**src/hw/rtl/frc_pkg.sv**
```systemverilog
`default_nettype none
package frc_pkg;

   // table sizes
   localparam int RULE_ENTRIES = 64;
   localparam int INST_ENTRIES = 64;
   localparam int RULE_AW = (RULE_ENTRIES > 1) ? $clog2(RULE_ENTRIES) : 1;
   localparam int INST_AW = (INST_ENTRIES > 1) ? $clog2(INST_ENTRIES) : 1;

   // configuration register indexes
   localparam logic CSR_DEFAULT_ACTION  = 1'b0;
   localparam logic CSR_DEFAULT_RULE_ID = 1'b1;

   typedef enum logic [2:0] {
      MODE_LOOKUP    = 3'd0,
      MODE_WR_RULE   = 3'd1,
      MODE_CLR_RULE  = 3'd2,
      MODE_WR_INST   = 3'd3,
      MODE_CLR_INST  = 3'd4,
      MODE_NOP       = 3'd5
   } mode_type;

   typedef enum logic [1:0] {
      V_ALLOW   = 2'd0,
      V_DROP    = 2'd1,
      V_CONNECT = 2'd2,
      V_EST     = 2'd3
   } verdict_type;

   typedef enum logic [1:0] {
      S_IDLE,
      S_INST,
      S_RULE,
      S_FINISH
   } state_type;

   typedef struct packed {
      logic [15:0] port;
      logic [31:0] ip;
   } endpoint_type;

   typedef struct packed {
      logic         wild;
      logic [5:0]   prefix;
      endpoint_type ep;
   } side_type;

   typedef struct packed {
      verdict_type action;
      logic [15:0] ident;
   } rule_meta_type;

   // one classified request, as held in the queue
   typedef struct packed {
      mode_type      mode;
      logic          slot_ok;
      logic [5:0]    slot;
      side_type      src;
      side_type      dst;
      rule_meta_type meta;
   } cmd_type;

   // action code 3 reads as drop
   function automatic verdict_type fix_action(input logic [1:0] a);
      fix_action = (a == 2'd3) ? V_DROP : verdict_type'(a);
   endfunction

   // prefix lengths are saturated to 32 before storing
   function automatic logic [31:0] prefix_mask(input logic [5:0] len);
      prefix_mask = ~(32'hFFFF_FFFF >> len);
   endfunction

   function automatic logic side_match(input side_type s, input endpoint_type e);
      side_match = (s.wild || (s.ep.port == e.port)) &&
                   (((s.ep.ip ^ e.ip) & prefix_mask(s.prefix)) == 32'd0);
   endfunction

   // true when rule a is strictly more specific than rule b
   function automatic logic beats(input side_type as, input side_type ad,
                                  input side_type bs, input side_type bd);
      if (as.prefix != bs.prefix)
         beats = as.prefix > bs.prefix;
      else if (ad.prefix != bd.prefix)
         beats = ad.prefix > bd.prefix;
      else if (as.wild != bs.wild)
         beats = !as.wild;
      else
         beats = !ad.wild && bd.wild;
   endfunction

endpackage
`default_nettype wire

```
**src/hw/rtl/frc_chan_if.sv**
```systemverilog
`default_nettype none
interface frc_req_if;
   logic        valid;
   logic        ready;
   logic [2:0]  mode;
   logic [5:0]  slot;
   logic [31:0] src_ip;
   logic [15:0] src_l4_port;
   logic [31:0] dst_ip;
   logic [15:0] dst_l4_port;
   logic [5:0]  src_prefix;
   logic [5:0]  dst_prefix;
   logic        src_l4_wild;
   logic        dst_l4_wild;
   logic [1:0]  rule_action;
   logic [15:0] rule_ident;

   modport source (output valid, mode, slot, src_ip, src_l4_port, dst_ip, dst_l4_port,
                   src_prefix, dst_prefix, src_l4_wild, dst_l4_wild,
                   rule_action, rule_ident, input ready);
   modport sink (input valid, mode, slot, src_ip, src_l4_port, dst_ip, dst_l4_port,
                 src_prefix, dst_prefix, src_l4_wild, dst_l4_wild,
                 rule_action, rule_ident, output ready);
endinterface

`default_nettype wire

```
**src/hw/rtl/frc_front.sv**
```systemverilog
`default_nettype none
module frc_front
   import frc_pkg::*;
(
   frc_req_if.sink  req,
   input  logic     q_full,
   output logic     q_push,
   output cmd_type  q_cmd
);

   logic [5:0] spre;
   logic [5:0] dpre;

   // saturate prefixes to the address width
   assign spre = (req.src_prefix > 6'd32) ? 6'd32 : req.src_prefix;
   assign dpre = (req.dst_prefix > 6'd32) ? 6'd32 : req.dst_prefix;

   // accept while the queue has room
   assign req.ready = !q_full;
   assign q_push    = req.valid && !q_full;

   // classify the request
   always_comb begin
      q_cmd = '0;
      unique case (req.mode) inside
         MODE_LOOKUP: begin
            q_cmd.mode    = MODE_LOOKUP;
            q_cmd.slot_ok = 1'b1;
         end
         MODE_WR_RULE, MODE_CLR_RULE: begin
            q_cmd.mode    = mode_type'(req.mode);
            q_cmd.slot_ok = int'(req.slot) < RULE_ENTRIES;
         end
         MODE_WR_INST, MODE_CLR_INST: begin
            q_cmd.mode    = mode_type'(req.mode);
            q_cmd.slot_ok = int'(req.slot) < INST_ENTRIES;
         end
         default: begin
            q_cmd.mode    = MODE_NOP;
            q_cmd.slot_ok = 1'b0;
         end
      endcase
      q_cmd.slot        = req.slot;
      q_cmd.src.wild    = req.src_l4_wild;
      q_cmd.src.prefix  = spre;
      q_cmd.src.ep.port = req.src_l4_port;
      q_cmd.src.ep.ip   = req.src_ip;
      q_cmd.dst.wild    = req.dst_l4_wild;
      q_cmd.dst.prefix  = dpre;
      q_cmd.dst.ep.port = req.dst_l4_port;
      q_cmd.dst.ep.ip   = req.dst_ip;
      q_cmd.meta.action = fix_action(req.rule_action);
      q_cmd.meta.ident  = req.rule_ident;
   end

endmodule
`default_nettype wire

```
**src/flat_wrapper.sv**
```systemverilog
// flat-port wrapper written by rule: the top's interface ports become plain ports
module frc_front_flat import frc_pkg::*;
  (q_full, q_push, q_cmd, req_valid, req_mode, req_slot, req_src_ip, req_src_l4_port, req_dst_ip, req_dst_l4_port, req_src_prefix, req_dst_prefix, req_src_l4_wild, req_dst_l4_wild, req_rule_action, req_rule_ident, req_ready);
  frc_req_if req_i ();
  input  logic q_full;
  output logic q_push;
  output cmd_type q_cmd;
  input wire logic [$bits(req_i.valid)-1:0] req_valid;
  input wire logic [$bits(req_i.mode)-1:0] req_mode;
  input wire logic [$bits(req_i.slot)-1:0] req_slot;
  input wire logic [$bits(req_i.src_ip)-1:0] req_src_ip;
  input wire logic [$bits(req_i.src_l4_port)-1:0] req_src_l4_port;
  input wire logic [$bits(req_i.dst_ip)-1:0] req_dst_ip;
  input wire logic [$bits(req_i.dst_l4_port)-1:0] req_dst_l4_port;
  input wire logic [$bits(req_i.src_prefix)-1:0] req_src_prefix;
  input wire logic [$bits(req_i.dst_prefix)-1:0] req_dst_prefix;
  input wire logic [$bits(req_i.src_l4_wild)-1:0] req_src_l4_wild;
  input wire logic [$bits(req_i.dst_l4_wild)-1:0] req_dst_l4_wild;
  input wire logic [$bits(req_i.rule_action)-1:0] req_rule_action;
  input wire logic [$bits(req_i.rule_ident)-1:0] req_rule_ident;
  output wire logic [$bits(req_i.ready)-1:0] req_ready;
  assign req_i.valid = req_valid;
  assign req_i.mode = req_mode;
  assign req_i.slot = req_slot;
  assign req_i.src_ip = req_src_ip;
  assign req_i.src_l4_port = req_src_l4_port;
  assign req_i.dst_ip = req_dst_ip;
  assign req_i.dst_l4_port = req_dst_l4_port;
  assign req_i.src_prefix = req_src_prefix;
  assign req_i.dst_prefix = req_dst_prefix;
  assign req_i.src_l4_wild = req_src_l4_wild;
  assign req_i.dst_l4_wild = req_dst_l4_wild;
  assign req_i.rule_action = req_rule_action;
  assign req_i.rule_ident = req_rule_ident;
  assign req_ready = req_i.ready;
  frc_front u_core (.req(req_i), .q_full(q_full), .q_push(q_push), .q_cmd(q_cmd));
endmodule
```
**config.mk**
```make
export PLATFORM = sky130hd
export DESIGN_NAME = frc_front_flat
export DESIGN_NICKNAME = d
export VERILOG_FILES = /design/src/hw/rtl/frc_pkg.sv /design/src/hw/rtl/frc_chan_if.sv /design/src/hw/rtl/frc_front.sv /design/src/flat_wrapper.sv
export SDC_FILE = /design/constraint.sdc
export NUM_CORES = 1
export LEC_CHECK = 0
export ABC_AREA = 1
export BUFFER_PORTS_ARGS = -buffer_cell sky130_fd_sc_hd__buf_2
export CORE_AREA = 4 4 107 109
export DETAILED_ROUTE_END_ITERATION = 6
export DIE_AREA = 0 0 111 113
export SLEW_MARGIN = 20
export SYNTH_ARGS = -nofsm -noshare
export SYNTH_HDL_FRONTEND = slang
export SYNTH_SLANG_ARGS = --single-unit
```
**constraint.sdc**
```tcl
create_clock -name vclk -period 0.8
set_input_delay 0.12 -clock vclk [all_inputs]
set_output_delay 0.12 -clock vclk [all_outputs]
set_load 0.05 [all_outputs]
```
# Word level (Yosys, flattened, before mapping)
# Cells that the tools add are included.
[totals] regBits=0 output_inout_bits=140 word_cells=15
[classes] magnitude_cmp=2 eq_ne=5 muxes=4 reduce_logical=4
[ops] op="6-bit > comparator (second input constant)" n=2
[ops] op="6-bit two-way mux" n=2
[ops] op="4-bit one-hot mux with 2 select lines" n=1
[ops] op="3-bit by 2-bit equality test with 1-bit output (second input constant)" n=2
[ops] op="4-bit OR reduction" n=1
[ops] op="3-bit by 1-bit equality test with 1-bit output (second input constant)" n=1
[ops] op="3-bit equality test (second input constant)" n=1
[ops] op="3-bit logical NOT" n=1
[ops] op="2-bit equality test (second input constant)" n=1
[ops] op="2-bit two-way mux" n=1
[ops] op="1-bit logical AND" n=1
[ops] op="1-bit logical NOT" n=1

# Depth between registers and ports, before layout
[depth] depth_word=3 depth_mapped=3 mapped_depth_nobuf=3

# Worst setup path before layout
# OpenSTA, ideal clock, no wires.
[synth_timing] path_type="input to output" startpoint="in req_mode[0]" endpoint="out q_cmd[136] (netlist bit)" arrival_ps=1312 required_ps=680 slack_ps=-632 path_stages=3 n_path_buf=0 cell_sequence="o21ai_1 nand2_1 inv_1"
[synth_lines] element="from (decl)" line="flat_wrapper.sv:9" text="input wire logic [$bits(req_i.mode)-1:0] req_mode;"
[synth_lines] element="to (decl)" line="flat_wrapper.sv:7" text="output cmd_type q_cmd;"

==> impl_summary.md <==
Floorplanning
In this run the vertical extent of the chip is 113 um. The horizontal die dimension is 111 um. The initial core utilization is 10.0%. The total area inside the core boundary comes to 10600 um^2. The full die area is 12500 um^2. The top-level I/O count is around 280. The number of standard-cell rows in the floorplan is 38.

Place
Routability-driven placement finished with a final weighted congestion of 0.780. The worst setup slack after placement is -0.286 ns. The number of port buffers is 39. After detailed placement, the total cell area comes to 649 um^2. The total half-perimeter wirelength after legalization and detailed placement is between 2 and 2.5 mm.

Setup path
The arrival time of the worst setup path is 0.79 ns. The critical path endpoint category is an output pin. The worst setup path is launched from a primary input. The critical path is of the primary input to output pin type. In this run the worst path has a maximum fanout of 3. STA puts the critical path data required time at 0.68 ns.

CTS
The number of setup buffers added after CTS is 0. The hold-fix buffer count after cts is 0.

Global routing
Global routing finished with a remaining overflow of 0. Across every metal layer, demand over resource in global routing totals 3.48%. The maximum number of pins on one net before global-route repair is 7. The initial antenna violation count is 0. The via count of the first global-routing pass is ~610. The first global-routing pass estimated 3.48 mm of wire.

Power and ir drop
The leakage dissipation is 0.325 nW. Total power for the finished layout comes to 0.000518 W. The largest vdd supply drop is about 0.17 mV. The power per standard cell area is between 600 and 700 nW/um^2.

Cells and area
After routing the design area is 792 um^2. Of the cells placed in the final design, the portion with a size suffix greater than 1 is 84.2%. Leaving out fill and tap cells, the most frequent cells in the layout are sky130_fd_sc_hd__buf_2, sky130_fd_sc_hd__buf_6, sky130_fd_sc_hd__inv_1.

There are 0 flip-flops and latches. The count of inserted antenna diode cells is 0. The number of nets in the layout is 217. For this run, the share of the core covered by cells in the final layout is 7.47%. Relative to the synthesized area, the layout overhead comes to -25.4%. The number of clock buffer instances in the layout is 0.

In the final layout, flip-flops and latches occupy 0 um^2. The most common cell after layout, fill and taps aside is sky130_fd_sc_hd__buf_2.

Detailed routing
The final wirelength is between 2 and 3 mm. The number of iterations in the first detailed-routing pass is 2. The number of vias per cell after detailed routing is 2.62. The post-detailed-route wirelength per cell is 12.1 um. In the routed design, unresolved DRC markers number 0. The violation count after the first detailed-route iteration is 1. The number of nets with antenna violations after detailed routing is 0. The via total after detailed routing is 565.

Synth
The main combinational cell family by area after synthesis is buffers and inverters. The synthesized netlist devotes 0% of its cell area to adder and majority cells. The share of the Yosys chip area taken by registers is 0%. The synthesis warning total is 0. The post-synth design cell area is 1060 um^2. The simple-gate portion of the synthesized area is 5.19%. The synthesized netlist net count is slightly below 300.

The instance count of the mapped netlist is 159. The portion of synthesized area spent on multiplexers is 0%. The number of unique standard cell types used by synthesis is 9. The mean area per synthesized cell is approximately 6.7 um^2. The synthesized netlist devotes 0% of its cell area to XOR and XNOR gates.

Summing the areas of all compound-gate instances in the mapped netlist gives 3.54% of the synthesized area.

Worst hold path
The min-delay analysis places its worst path in the category primary input to output pin.

Timing
Setup repair after global routing could not meet its margin everywhere. The least setup slack across all paths after layout is -0.106 ns. In this run the tightest slew margin relative to its limit is 82.8%. The upper clock frequency limit is ~1.1 GHz. The setup violation total in the final timing report is 5. The final hold violation count came to 0. The final max-slew violation count is 0. The worst-margin pin slew is 0.259 ns. Counting I/O delays and the setup requirement, the final critical path takes 0.906 ns. The post-route clock period utilization is 113%.

Job
The max-capacitance violation count is 0.

Run status
The checks that failed: setup timing. The run finished, with violations left.
synth_stat cells, drive strengths merged:
cell | count | area, um^2
buf | 120 | 901
a21oi | 5 | 25.0
nand3 | 2 | 10.0
nand2 | 1 | 3.75
nor2 | 11 | 41.3
o21ai | 1 | 5.00
a21o | 1 | 7.51
clkbuf | 4 | 15.0
inv | 14 | 52.6
worst paths after layout:
check	depth (start not counted)	slack (ns)	end	start
worst max-delay path	5	-0.11	q_cmd[68]	req_dst_prefix[4]
worst min-delay path	0	0.24	q_cmd[15]	req_rule_ident[15]
report_power, final:
group          total [W]  switching (W)  leakage (nW)  internal (W)
Clock                  0              0             0             0
Combinational   0.000518       0.000334         0.325      0.000184
Sequential             0              0             0             0
per-stage QoR:
stage | hold slack (ns) | TNS, ns | cells
global route | 0.240 | -0.543 | 216
global placement | 0.240 | -1.24 | 216
floorplan | 0.334 | -0.273 | 159
CTS | 0.240 | -0.467 | 216
finish | 0.240 | -0.396 | 216
detailed placement | 0.240 | -1.39 | 216
critical path, cell delays in order:
cell                      delay [ns]
sky130_fd_sc_hd__buf_8          0.10
sky130_fd_sc_hd__nor2_4         0.11
sky130_fd_sc_hd__nand3_4        0.12
sky130_fd_sc_hd__a21oi_4        0.16
sky130_fd_sc_hd__buf_6          0.17
area by class of cell:
cell class,count,area [um^2]
multi-input cells,21,235
repair buffers,41,325
well taps,140,175
fillers,1224,9810
inverters,14,56.3
kinds of logic (layout without fill, tap and decap cells):
kind of cell,after synthesis,after routing
buffers and inverters,138,55
AO/OA/AOI/OAI,7,7
AND/OR/NAND/NOR,14,14
per-layer routing:
| layer | track usage, % | share of wire (%) |
|---|---|---|
| met5 | 0 | 0 |
| met4 | 5.91 | 18 |
| met3 | 2.99 | 25 |
| met2 | 5.87 | 44 |
| met1 | 1.19 | 13 |
repair_timing:
item	4_1_cts	5_1_grt
pin swaps	10	4
gates resized for setup	33	8
setup endpoints to repair	8	7
gates cloned	0	0
Power figures use the tool's default switching activity.
