--- src/hw/rtl/frc_pkg.sv ---
`default_nettype none
package frc_pkg;

   // table sizes
   localparam int RULE_ENTRIES = 64;
   localparam int INST_ENTRIES = 64;
   localparam int RULE_AW = (RULE_ENTRIES > 1) ? $clog2(RULE_ENTRIES) : 1;
   localparam int INST_AW = (INST_ENTRIES > 1) ? $clog2(INST_ENTRIES) : 1;

   // configuration register indexes
   localparam logic CSR_DEFAULT_ACTION  = 1'b0;
   localparam logic CSR_DEFAULT_RULE_ID = 1'b1;

   typedef enum logic [2:0] {
      MODE_LOOKUP    = 3'd0,
      MODE_WR_RULE   = 3'd1,
      MODE_CLR_RULE  = 3'd2,
      MODE_WR_INST   = 3'd3,
      MODE_CLR_INST  = 3'd4,
      MODE_NOP       = 3'd5
   } mode_type;

   typedef enum logic [1:0] {
      V_ALLOW   = 2'd0,
      V_DROP    = 2'd1,
      V_CONNECT = 2'd2,
      V_EST     = 2'd3
   } verdict_type;

   typedef enum logic [1:0] {
      S_IDLE,
      S_INST,
      S_RULE,
      S_FINISH
   } state_type;

   typedef struct packed {
      logic [15:0] port;
      logic [31:0] ip;
   } endpoint_type;

   typedef struct packed {
      logic         wild;
      logic [5:0]   prefix;
      endpoint_type ep;
   } side_type;

   typedef struct packed {
      verdict_type action;
      logic [15:0] ident;
   } rule_meta_type;

   // one classified request, as held in the queue
   typedef struct packed {
      mode_type      mode;
      logic          slot_ok;
      logic [5:0]    slot;
      side_type      src;
      side_type      dst;
      rule_meta_type meta;
   } cmd_type;

   // action code 3 reads as drop
   function automatic verdict_type fix_action(input logic [1:0] a);
      fix_action = (a == 2'd3) ? V_DROP : verdict_type'(a);
   endfunction

   // prefix lengths are saturated to 32 before storing
   function automatic logic [31:0] prefix_mask(input logic [5:0] len);
      prefix_mask = ~(32'hFFFF_FFFF >> len);
   endfunction

   function automatic logic side_match(input side_type s, input endpoint_type e);
      side_match = (s.wild || (s.ep.port == e.port)) &&
                   (((s.ep.ip ^ e.ip) & prefix_mask(s.prefix)) == 32'd0);
   endfunction

   // true when rule a is strictly more specific than rule b
   function automatic logic beats(input side_type as, input side_type ad,
                                  input side_type bs, input side_type bd);
      if (as.prefix != bs.prefix)
         beats = as.prefix > bs.prefix;
      else if (ad.prefix != bd.prefix)
         beats = ad.prefix > bd.prefix;
      else if (as.wild != bs.wild)
         beats = !as.wild;
      else
         beats = !ad.wild && bd.wild;
   endfunction

endpackage
`default_nettype wire

--- src/hw/rtl/frc_cmd_fifo.sv ---
`default_nettype none
module frc_cmd_fifo
   import frc_pkg::*;
(
   input  logic    clock,
   input  logic    reset,
   input  logic    push,
   input  cmd_type push_cmd,
   output logic    full,
   input  logic    pop,
   output logic    head_valid,
   output cmd_type head_cmd
);

   cmd_type    slot_ff [2];
   logic       wptr_ff, wptr_in;
   logic       rptr_ff, rptr_in;
   logic [1:0] cnt_ff, cnt_in;

   assign full       = cnt_ff == 2'd2;
   assign head_valid = cnt_ff != 2'd0;
   assign head_cmd   = slot_ff[rptr_ff];

   // advance pointers and count
   always_comb begin
      wptr_in = wptr_ff ^ push;
      rptr_in = rptr_ff ^ pop;
      cnt_in  = cnt_ff + {1'b0, push} - {1'b0, pop};
   end

   always_ff @(posedge clock) begin
      if (reset) begin
         wptr_ff <= 1'b0;
         rptr_ff <= 1'b0;
         cnt_ff  <= 2'd0;
      end else begin
         wptr_ff <= wptr_in;
         rptr_ff <= rptr_in;
         cnt_ff  <= cnt_in;
      end
   end

   always_ff @(posedge clock) begin
      if (push)
         slot_ff[wptr_ff] <= push_cmd;
   end

endmodule
`default_nettype wire

--- config.mk ---
export PLATFORM = sky130hd
export DESIGN_NAME = frc_cmd_fifo
export DESIGN_NICKNAME = d
export VERILOG_FILES = /design/src/hw/rtl/frc_pkg.sv /design/src/hw/rtl/frc_cmd_fifo.sv
export SDC_FILE = /design/constraint.sdc
export NUM_CORES = 1
export LEC_CHECK = 0
export ABC_AREA = 1
export BUFFER_PORTS_ARGS = -buffer_cell sky130_fd_sc_hd__buf_2
export CAP_MARGIN = 20
export CELL_PAD_IN_SITES_DETAIL_PLACEMENT = 0
export CELL_PAD_IN_SITES_GLOBAL_PLACEMENT = 2
export CORE_MARGIN = 5
export CORE_UTILIZATION = 35
export CTS_BUF_LIST = sky130_fd_sc_hd__clkbuf_4
export CTS_CLUSTER_DIAMETER = 120
export DETAILED_ROUTE_END_ITERATION = 10
export PLACE_DENSITY = 0.72
export SLEW_MARGIN = 20
export SYNTH_ARGS = -nofsm -noshare
export SYNTH_HDL_FRONTEND = slang
export SYNTH_SLANG_ARGS = --single-unit
--- constraint.sdc ---
create_clock -name clock -period 5.2 [get_ports clock]
set_input_delay 0.52 -clock clock [delete_from_list [all_inputs] [get_ports clock]]
set_output_delay 0.52 -clock clock [all_outputs]
set_load 0.03 [all_outputs]
After elaboration in Yosys (flattened, before gate mapping)

Memories as Yosys holds them, arrays and structs flattened. A register that Yosys moved wholly into a read port is not among the register bits.
Index checks and enable logic that the tools add are counted.

Bits in registers: 4
Latch bits: 0
Memory bits (writable): 276
ROM bits: 0
Input port bits: 142
Output and inout port bits: 140
Logic and storage cells: 13
Memories: 1

Add/sub/neg operators: 2
Multipliers: 0
Div/mod/pow operators: 0
$lt $le $gt $ge: 0
Equality and inequality tests: 1
Shift-type cells: 0
Muxes and demuxes: 3
Bitwise logic cells: 2
Reduce and logical (&&, ||, !) cells: 1

Memory list:

| memory  | depth | width | read ports | clocked after memory_dff | write ports | line               | source |
|---|---|---|---|---|---|---|---|
| slot_ff | 2     | 138   | 1          | 1                        | 1           | frc_cmd_fifo.sv:15 | `cmd_type slot_ff [2];` |

Operator list:

| kind                                       | count |
|---|---|
| two-way mux 1 bit                          | 3 |
| adder 2 x 1 -> 2 bit                       | 1 |
| equality test 2 bit, second input constant | 1 |
| nonzero test 2 bit                         | 1 |
| subtractor 2 x 1 -> 2 bit                  | 1 |
| bitwise XOR 1 bit                          | 2 |

Longest topological paths before layout

Gate-level depths: netlist of run 1.

Word-level depth: 2
Depth in mapped cells: 9
Depth with buffers taken out: 9

Worst setup path before layout of run 1

Ideal clock, no wire load.

Path type: input to register
From: input push
To: memory slot_ff[0][0] in the netlist's numbering (enable)
Library setup time: 0.515 ns
Arrival time: 3.747 ns
Setup slack: 0.938 ns
Stages on the path: 1
Buffers on the path: 0
Cell sequence: ha_1

Cells in the longest elaborated chain, start to end: 2

Ends and longest elaborated chain:

| item                                    | line               | source |
|---|---|---|
| from (decl)                             | frc_cmd_fifo.sv:7  | `input logic push,` |
| two-way mux 1 bit                       | frc_cmd_fifo.sv:44 | `if (push)` |
| two-way mux 1 bit (not written as such) | frc_cmd_fifo.sv:45 | `slot_ff[wptr_ff] <= push_cmd;` |
| to (decl)                               | frc_cmd_fifo.sv:15 |  |

Every way passes these cells.

==> impl_metrics.ini, run 1 <==
[status]
outcome = complete, no violations

[drt]
drc = 0
dr.pass1.iters = 4
via_per_inst = 4.41
vias = 5948
ant_nets = 0
routed_wl_um = 22500
avgRoutedWirePerCell_um = 16.7
drt_iter0_drc = 165

[sta]
period_share_pct = 61.6
fmaxAchievable_ghz = 0.312
finalHoldViolCount = 0
clock_skew_ns = 0.0344
setup_ws_ns = 2.00
worst_pin_slew_ns = 0.998
rsz0062_at_grt = no
layout_min_cycle_time_ns = 3.20
slew_headroom_pct = 33.5
slew_viol_final = 0
setup_viol = 0
timing.setup.tns_ns = 0

[yosys]
synth-seq-cells = 280
synth_nets = 602
synth_adder_area_share_pct = 0.491
syn_inst = 456
synth.distinct_cells = 13
synth_top_cells_by_count = 276 x edfxtp_1, 138 x mux2_2, 11 x buf_6
synth-compound-area-share_pct = 0.0491
syn_avg_cell_area_um2 = 22.4
synth_top_family_by_area = multiplexers
synth_top_area_cell = edfxtp_1
yosys.area.top_type_share_pct = 81.3
ys.flop_type = edfxtp_1
synth.mux.area_fraction_pct = 15.2
synth_enable_flop_cells = 276
synth_area_mm2 = 0.0102
synth-simple-area-share_pct = 0.380
synthXorXnorAreaFrac_pct = 0.0859
synthArstFlopShare_pct = 0
yosysMostFrequentCell = edfxtp_1
yosysSeqAreaShare_pct = 82.0
yosysWarnings = 0
synth_area_leaders = edfxtp_1 81%, mux2_2 15%, buf_6 1.2%

[placement]
gp_congestion = 0.743
pre_cts_ws_ns = 2.58
port_buffers = 281
place_inst = 1109
placed_area_mm2 = 0.0120
dp_hpwl_um = 14100

[grt]
antenna_found_initial = 5
grt_pass1_wl_um = 34600
grt_usage_pct = 13.4
grt_overflow = 0
first_global_vias = 6513
grt_max_degree = 85

[pwr]
total_power_uw = 5420
swShare_pct = 25.1
p_leak_uw = 0.00539
p_seq_share_pct = 49.5
clock_power_share_pct = 36.0
powerDensity_mw_per_mm2 = 384
p_int_uw = 4060
p_comb_share_pct = 14.5
netSwitchingPower_uw = 1360
vdd_drop_max_mv = 0.220

[setup_path]
critPathRequiredTime_ns = 4.68
cp_max_fo = 74
crit_path_max_incr_delay_ns = 0.92
path_delay_family = flip-flops
setup.worst_path.start_class = register
path_cells = buf_12, mux2_2, buf_2
crit_slowest_cell = dfxtp_4
crit_buf_inv = 2
critical_path.endpoint_type = primary output
cp.arrival_ns = 2.68
path_class = reg2out

[die]
core-area_mm2 = 0.0287
start_util_pct = 35.5
die_y_um = 181
die_w_um = 181
io_pins = 282
die_area_mm2 = 0.0327
row_count = 62

[layout]
n_fill_cell = 2443
finalInstanceArea_mm2 = 0.0141
area_growth_pct = 38.6
drive_above_1_share_pct = 55.9
layout.nets = 1060
finalNonFillerCells = 1348

[clock_tree]
clockBufferDepth = 3
clock_sinks = 280
cts_root_buf = clkbuf_4
htreeDepth = 3
post_cts_buffers = 0
holdBufCountCts = 113
post_cts_resized = 0
cts_buffers = 74
cts_tree = yes
worstSkewPairLatency_ns = 0.62
clk_pin_slew_ns = 0.07

[min_path]
hp-class = in2reg

[run]
drv_cap = 0
## power groups by stage
stage,sequential (µW),clock (µW),combinational (µW)
after global placement,2730,0,719
after floorplan,2720,0,511
final,2690,1950,788
after detailed placement,2730,0,730
after CTS,2690,2040,801
after global routing,2700,2160,839
## cell type report
class                      instances  area, µm²  area share [%]
clock inverter                    18        179            1.27
antenna                            3       7.51          0.0531
tap                              384        480            3.40
multi-input combinational        154       1680            11.9
timing repair buffer             397       2600            18.4
sequential                       280       8370            59.2
inverter                           7       26.3           0.186
clock buffer                     105        788            5.58
## flip-flops by register name, indices dropped and copies added (netlist names)
register	flops
cnt_ff	2
wptr_ff	1
slot_ff	276
rptr_ff	1
## layer usage
layer,global-route usage [%],part of all wire [%]
met5,0,0.12
met4,5.66,2.5
met3,5.05,8.2
met2,23.4,52
met1,14.6,38
## placed cells by master, fill, tap and decap left out
cell,netlist,routed
a21oi_1,1,1
buf_12,0,3
buf_2,2,281
bufinv_16,0,4
clkbuf_4,0,105
clkinv_1,0,11
clkinv_2,0,2
clkinvlp_4,0,1
dfxtp_1,4,3
dfxtp_4,0,1
diode_2,0,3
dlygate4sd3_1,0,113
edfxtp_1,276,276
ha_1,4,2
ha_4,0,2
inv_1,7,7
mux2_2,138,138
nand2_1,4,4
nand3_1,1,1
nor2_1,5,5
xnor2_1,1,1
## through the flow
stage / hold slack (ns) / util [%]
2_1_floorplan: 0.519 / -
3_3_place_gp: 0.535 / 41.9
3_5_place_dp: 0.567 / 41.9
4_1_cts: 0.00183 / 49.2
5_1_grt: 0.0198 / 49.2
6_report: 0.0957 / 49.2
## path summary, 6_finish.rpt
path                 from              to  slack (ns)  cells past startpoint
min          push_cmd[24]  slot_ff[0][24]         0.1                      1
max reg2reg       wptr_ff  slot_ff[0][33]        3.13                      3
max               rptr_ff    head_cmd[14]        2.00                      3
min reg2reg     cnt_ff[1]       cnt_ff[1]        0.58                      3
## cells by family (layout without fill, tap and decap cells)
| group | count (synthesis) | in the layout |
|---|---|---|
| other | 0 | 3 |
| adders and majority gates | 4 | 4 |
| muxes | 138 | 138 |
| buffers and inverters | 22 | 527 |
| DFF | 280 | 280 |
| and+or+nand+nor | 10 | 10 |
| AOI/OAI and AO/OA | 1 | 1 |
| xor gates and xnor gates | 1 | 1 |
Note: power is estimated with default switching activity, not from simulation.
==> inputs of run 2 (changes only) <==
clock period = 3.3 ns   (was 5.2 ns; I/O delays follow)
==> impl_metrics.ini, run 2 (synthesis gave the netlist of run 1 again) <==
[status]
outcome = complete, no violations

[run]
drv_cap = 0

[die]
die_area_mm2 = 0.0327
die_y_um = 181
io_pins = 282
start_util_pct = 35.5
core-area_mm2 = 0.0287
die_w_um = 181
row_count = 62

[clock_tree]
htreeDepth = 3
clk_pin_slew_ns = 0.07
cts_tree = yes
post_cts_buffers = 0
worstSkewPairLatency_ns = 0.63
cts_root_buf = clkbuf_4
cts_buffers = 76
clock_sinks = 280
clockBufferDepth = 3
post_cts_resized = 0

[placement]
dp_hpwl_um = 14300
pre_cts_ws_ns = 1.17
gp_congestion = 0.735
port_buffers = 281
place_inst = 1111

[sta]
fmaxAchievable_ghz = 0.366
slew_headroom_pct = 45.2
worst_pin_slew_ns = 0.823
setup_viol = 0
layout_min_cycle_time_ns = 2.73
period_share_pct = 82.7
rsz0062_at_grt = no
timing.setup.tns_ns = 0
slew_viol_final = 0
setup_ws_ns = 0.570
clock_skew_ns = 0.0401
finalHoldViolCount = 0

[layout]
finalNonFillerCells = 1382
final_common_cell = buf_2
layout.nets = 1092
area_growth_pct = 41.3
largest_register = slot_ff
n_fill_cell = 2476
largest_reg_flops = 276
mostFrequentLayoutCells = 281 x buf_2, 276 x edfxtp_1, 141 x dlygate4sd3_1
top_regs = slot_ff: 276 flops, cnt_ff: 2 flops
drive_above_1_share_pct = 55.0

[grt]
grt_overflow = 0
grt_max_degree = 139
grt_pass1_wl_um = 35400
first_global_vias = 6741
grt_usage_pct = 13.4
antenna_found_initial = 1

[setup_path]
cp.arrival_ns = 2.40
critPathRequiredTime_ns = 2.97
reg2regPathDepth = 3
setup.worst_path.start_class = register
setup.worst_path.start = rptr_ff
path_class = reg2out
r2r-start = wptr_ff
cp_max_fo = 55
worstReg2RegEnd = slot_ff[0][102]
regToRegSetupSlack_ns = 1.50
critical_path.endpoint_type = primary output

[pwr]
powerDensity_mw_per_mm2 = 587
vdd_drop_max_mv = 0.289
total_power_uw = 8470
p_leak_uw = 0.00552

[min_path]
hold_start = push
hold_path_depth = 4
min_to = cnt_ff[0]
hp-class = in2reg

[drt]
via_per_inst = 4.37
routed_wl_um = 22600
dr.pass1.iters = 4
drc = 0
avgRoutedWirePerCell_um = 16.4
drt_iter0_drc = 231
ant_nets = 0
vias = 6044
==> run 2: cell types whose count changed in the layout (fill, tap and decap cells not counted) <==
cell | previous run | this run
bufinv_16 | 4 | 1
inv_6 | 0 | 1
clkbuf_4 | 105 | 113
inv_2 | 0 | 1
buf_12 | 3 | 4
clkinvlp_4 | 1 | 2
dlygate4sd3_1 | 113 | 141
clkinv_1 | 11 | 7
buf_4 | 0 | 1
==> run 2: routing by layer <==
layer  part of all wire (%)  vias up  GRT usage [%]
li1                       -     2838              -
met1                     40     2911           15.7
met2                     50      242           22.3
met3                    7.5       53           4.91
met4                    2.5        0           5.96
met5                      0        -              0
==> run 2: area by class of cell <==
| cell class | instances | area, µm² | share of cell area, % |
|---|---|---|---|
| antenna | 3 | 7.51 | 0.0521 |
| clock buffer | 113 | 848 | 5.88 |
| clock inverter | 14 | 93.8 | 0.651 |
| inverter | 7 | 26.3 | 0.182 |
| multi-input combinational | 154 | 1680 | 11.7 |
| sequential | 280 | 8370 | 58.1 |
| tap | 384 | 480 | 3.33 |
| timing repair buffer | 427 | 2910 | 20.2 |
==> run 2: worst max path at each step <==
| stage | to | slack [ns] | cells after the start |
|---|---|---|---|
| finish | head_cmd[106] | 0.57 | 3 |
| global route | head_cmd[6] | 0.40 | 3 |
| CTS | head_cmd[6] | 0.43 | 3 |
| detailed placement | head_cmd[6] | 1.17 | 3 |
| global placement | head_cmd[6] | 1.21 | 3 |
| floorplan | slot_ff[0][0] | 0.72 | 2 |
==> run 2: power breakdown <==
group	internal, µW	switching, µW	total, µW	leakage, µW
Sequential	4150	65.5	4220	0.00262
Combinational	509	774	1280	0.00234
Clock	1630	1330	2960	0.000562
==> run 2: stage by stage <==
stage | hold WS (ns) | utilization [%] | area [µm²]
detailed placement | 0.521 | 42.0 | 12100
finish | 0.189 | 50.2 | 14400
global route | 0.165 | 50.2 | 14400
floorplan | 0.397 | - | 10200
CTS | 0.112 | 50.2 | 14400
global placement | 0.517 | 42.0 | 12100
==> run 2: timing repair <==
item                                    in CTS  in global routing
endpoints found under the setup margin       0                  0
hold endpoints to repair                   280                  0
hold buffers                               141                  0
==> run 2: worst max-delay path: stages (launching register included) <==
cell and delay, ns:
dfxtp_4 0.75, buf_12 0.36, mux2_2 0.40, buf_2 0.18
==> inputs of run 3 (changes only) <==
PLACE_DENSITY = 0.75   (was 0.72)
clock period = 2.2 ns   (was 3.3 ns; I/O delays follow)
==> impl_metrics.ini, run 3 (synthesis gave the netlist of run 1 again) <==
[setup_path]
critPathRequiredTime_ns = 1.98
critical_path.endpoint_type = primary output
cp.arrival_ns = 1.94
regToRegSetupSlack_ns = 0.53
cp-endpoint = head_cmd[47]
reg2regPathDepth = 7
worstReg2RegEnd = cnt_ff[0]
r2r-start = cnt_ff[0]
setup.worst_path.start_class = register
cp_max_fo = 11
setup.worst_path.start = rptr_ff
path_class = reg2out

[layout]
largest_register = slot_ff
layout.nets = 1100
largest_reg_flops = 276
area_growth_pct = 47.6
final_util_pct = 52.5
mostFrequentLayoutCells = 276 x edfxtp_1, 184 x buf_2, 142 x dlygate4sd3_1
top_regs = slot_ff: 276 flops, cnt_ff: 2 flops
final_common_cell = edfxtp_1
drive_above_1_share_pct = 54.3
n_fill_cell = 2351

[placement]
dp_hpwl_um = 14600
pre_cts_ws_ns = 0.534
port_buffers = 281
gp_congestion = 0.748

[die]
start_util_pct = 35.5
core-area_mm2 = 0.0287
row_count = 62
die_area_mm2 = 0.0327
die_w_um = 181
io_pins = 282
die_y_um = 181

[grt]
first_global_vias = 6876
grt_max_degree = 59
grt_usage_pct = 14.0
grt_overflow = 0
grt_pass1_wl_um = 36300
antenna_found_initial = 2

[drt]
ant_nets = 0
drc = 0
dr.pass1.iters = 4
avgRoutedWirePerCell_um = 17.9
vias = 6145
top_layer = met4
wl_met2_um = 13500
met1_length_um = 9160
drt_iter0_drc = 280
via_per_inst = 4.43
routed_wl_um = 24800
met3_length_um = 1580

[sta]
slew_viol_final = 0
period_share_pct = 98.0
setup_viol = 0
rsz0062_at_grt = yes
finalHoldViolCount = 0
hold_slack_ns = 0.307
clock_skew_ns = 0.0449
fmaxAchievable_ghz = 0.464
worst_pin_slew_ns = 0.373
setup_ws_ns = 0.0449
slew_headroom_pct = 75.1
layout_min_cycle_time_ns = 2.16

[min_path]
hold_path_depth = 2
hp-class = in2reg

[pwr]
p_leak_uw = 0.00580
vdd_drop_max_mv = 0.545
total_power_uw = 12800
powerDensity_mw_per_mm2 = 853

[clock_tree]
cts_root_buf = clkbuf_4
worstSkewPairLatency_ns = 0.64
cts_buffers = 72
cts_tree = yes
clockBufferDepth = 3
clk_pin_slew_ns = 0.07
clock_sinks = 280
htreeDepth = 3

[run]
drv_cap = 0

[status]
outcome = complete, no violations
==> run 3: cell types whose count changed in the layout (fill, tap and decap cells not counted), sizes merged <==
cell | before | now
bufinv | 1 | 2
buf | 286 | 293
clkbuf | 113 | 103
clkinv | 9 | 17
inv | 9 | 7
dlygate4sd3 | 141 | 142
diode | 3 | 2
==> run 3: cell type report <==
| cell class | instances | area, µm² | area share, % |
|---|---|---|---|
| antenna | 2 | 5.00 | 0.0332 |
| tap | 384 | 480 | 3.19 |
| inverter | 7 | 26.3 | 0.175 |
| clock inverter | 21 | 141 | 0.939 |
| clock buffer | 99 | 743 | 4.94 |
| multi-input combinational | 154 | 1760 | 11.7 |
| sequential | 280 | 8370 | 55.6 |
| timing repair buffer | 439 | 3530 | 23.4 |
==> run 3: worst min path at each step <==
stage / from / to / slack [ns]
finish: push_cmd[54] / slot_ff[1][54] / 0.31
global route: push_cmd[54] / slot_ff[1][54] / 0.22
CTS: push_cmd[13] / slot_ff[0][13] / 0.21
detailed placement: push_cmd[134] / slot_ff[1][134] / 0.41
global placement: push_cmd[128] / slot_ff[1][128] / 0.41
floorplan: reset / wptr_ff / 0.29
==> run 3: per-stage QoR <==
| step | cell area, µm² | std cells | TNS (ns) |
|---|---|---|---|
| global placement | 12100 | 1114 | 0 |
| detailed placement | 12100 | 1114 | 0 |
| global route | 15100 | 1386 | -4.76 |
| CTS | 14600 | 1377 | -1.75 |
| finish | 15100 | 1386 | 0 |
| floorplan | 10200 | 456 | 0 |
==> run 3: critical path, cell delays in order, from the launching register on <==
cell and delay, ns:
dfxtp_4 0.41, buf_12 0.17, clkbuf_16 0.19, mux2_2 0.34
buf_2 0.18
==> run 3: what timing repair did <==
action | in CTS | in global routing
endpoints found under the setup margin | 95 | 138
resized for setup | 65 | 126
buffers inserted | 0 | 1
hold endpoints to repair | 280 | 0
hold buffers | 142 | 0
cloned | 1 | 6
==> run 3: layer usage <==
metal	up-vias	track usage, %
li1	2853	-
met1	3014	15.1
met2	228	24.7
met3	50	4.95
met4	0	6.11
met5	-	0
==> run 3: power breakdown <==
part	switching (µW)	internal, µW
combinational	1260	1020
clock	1950	2310
sequential	79.8	6230
total	3290	9560
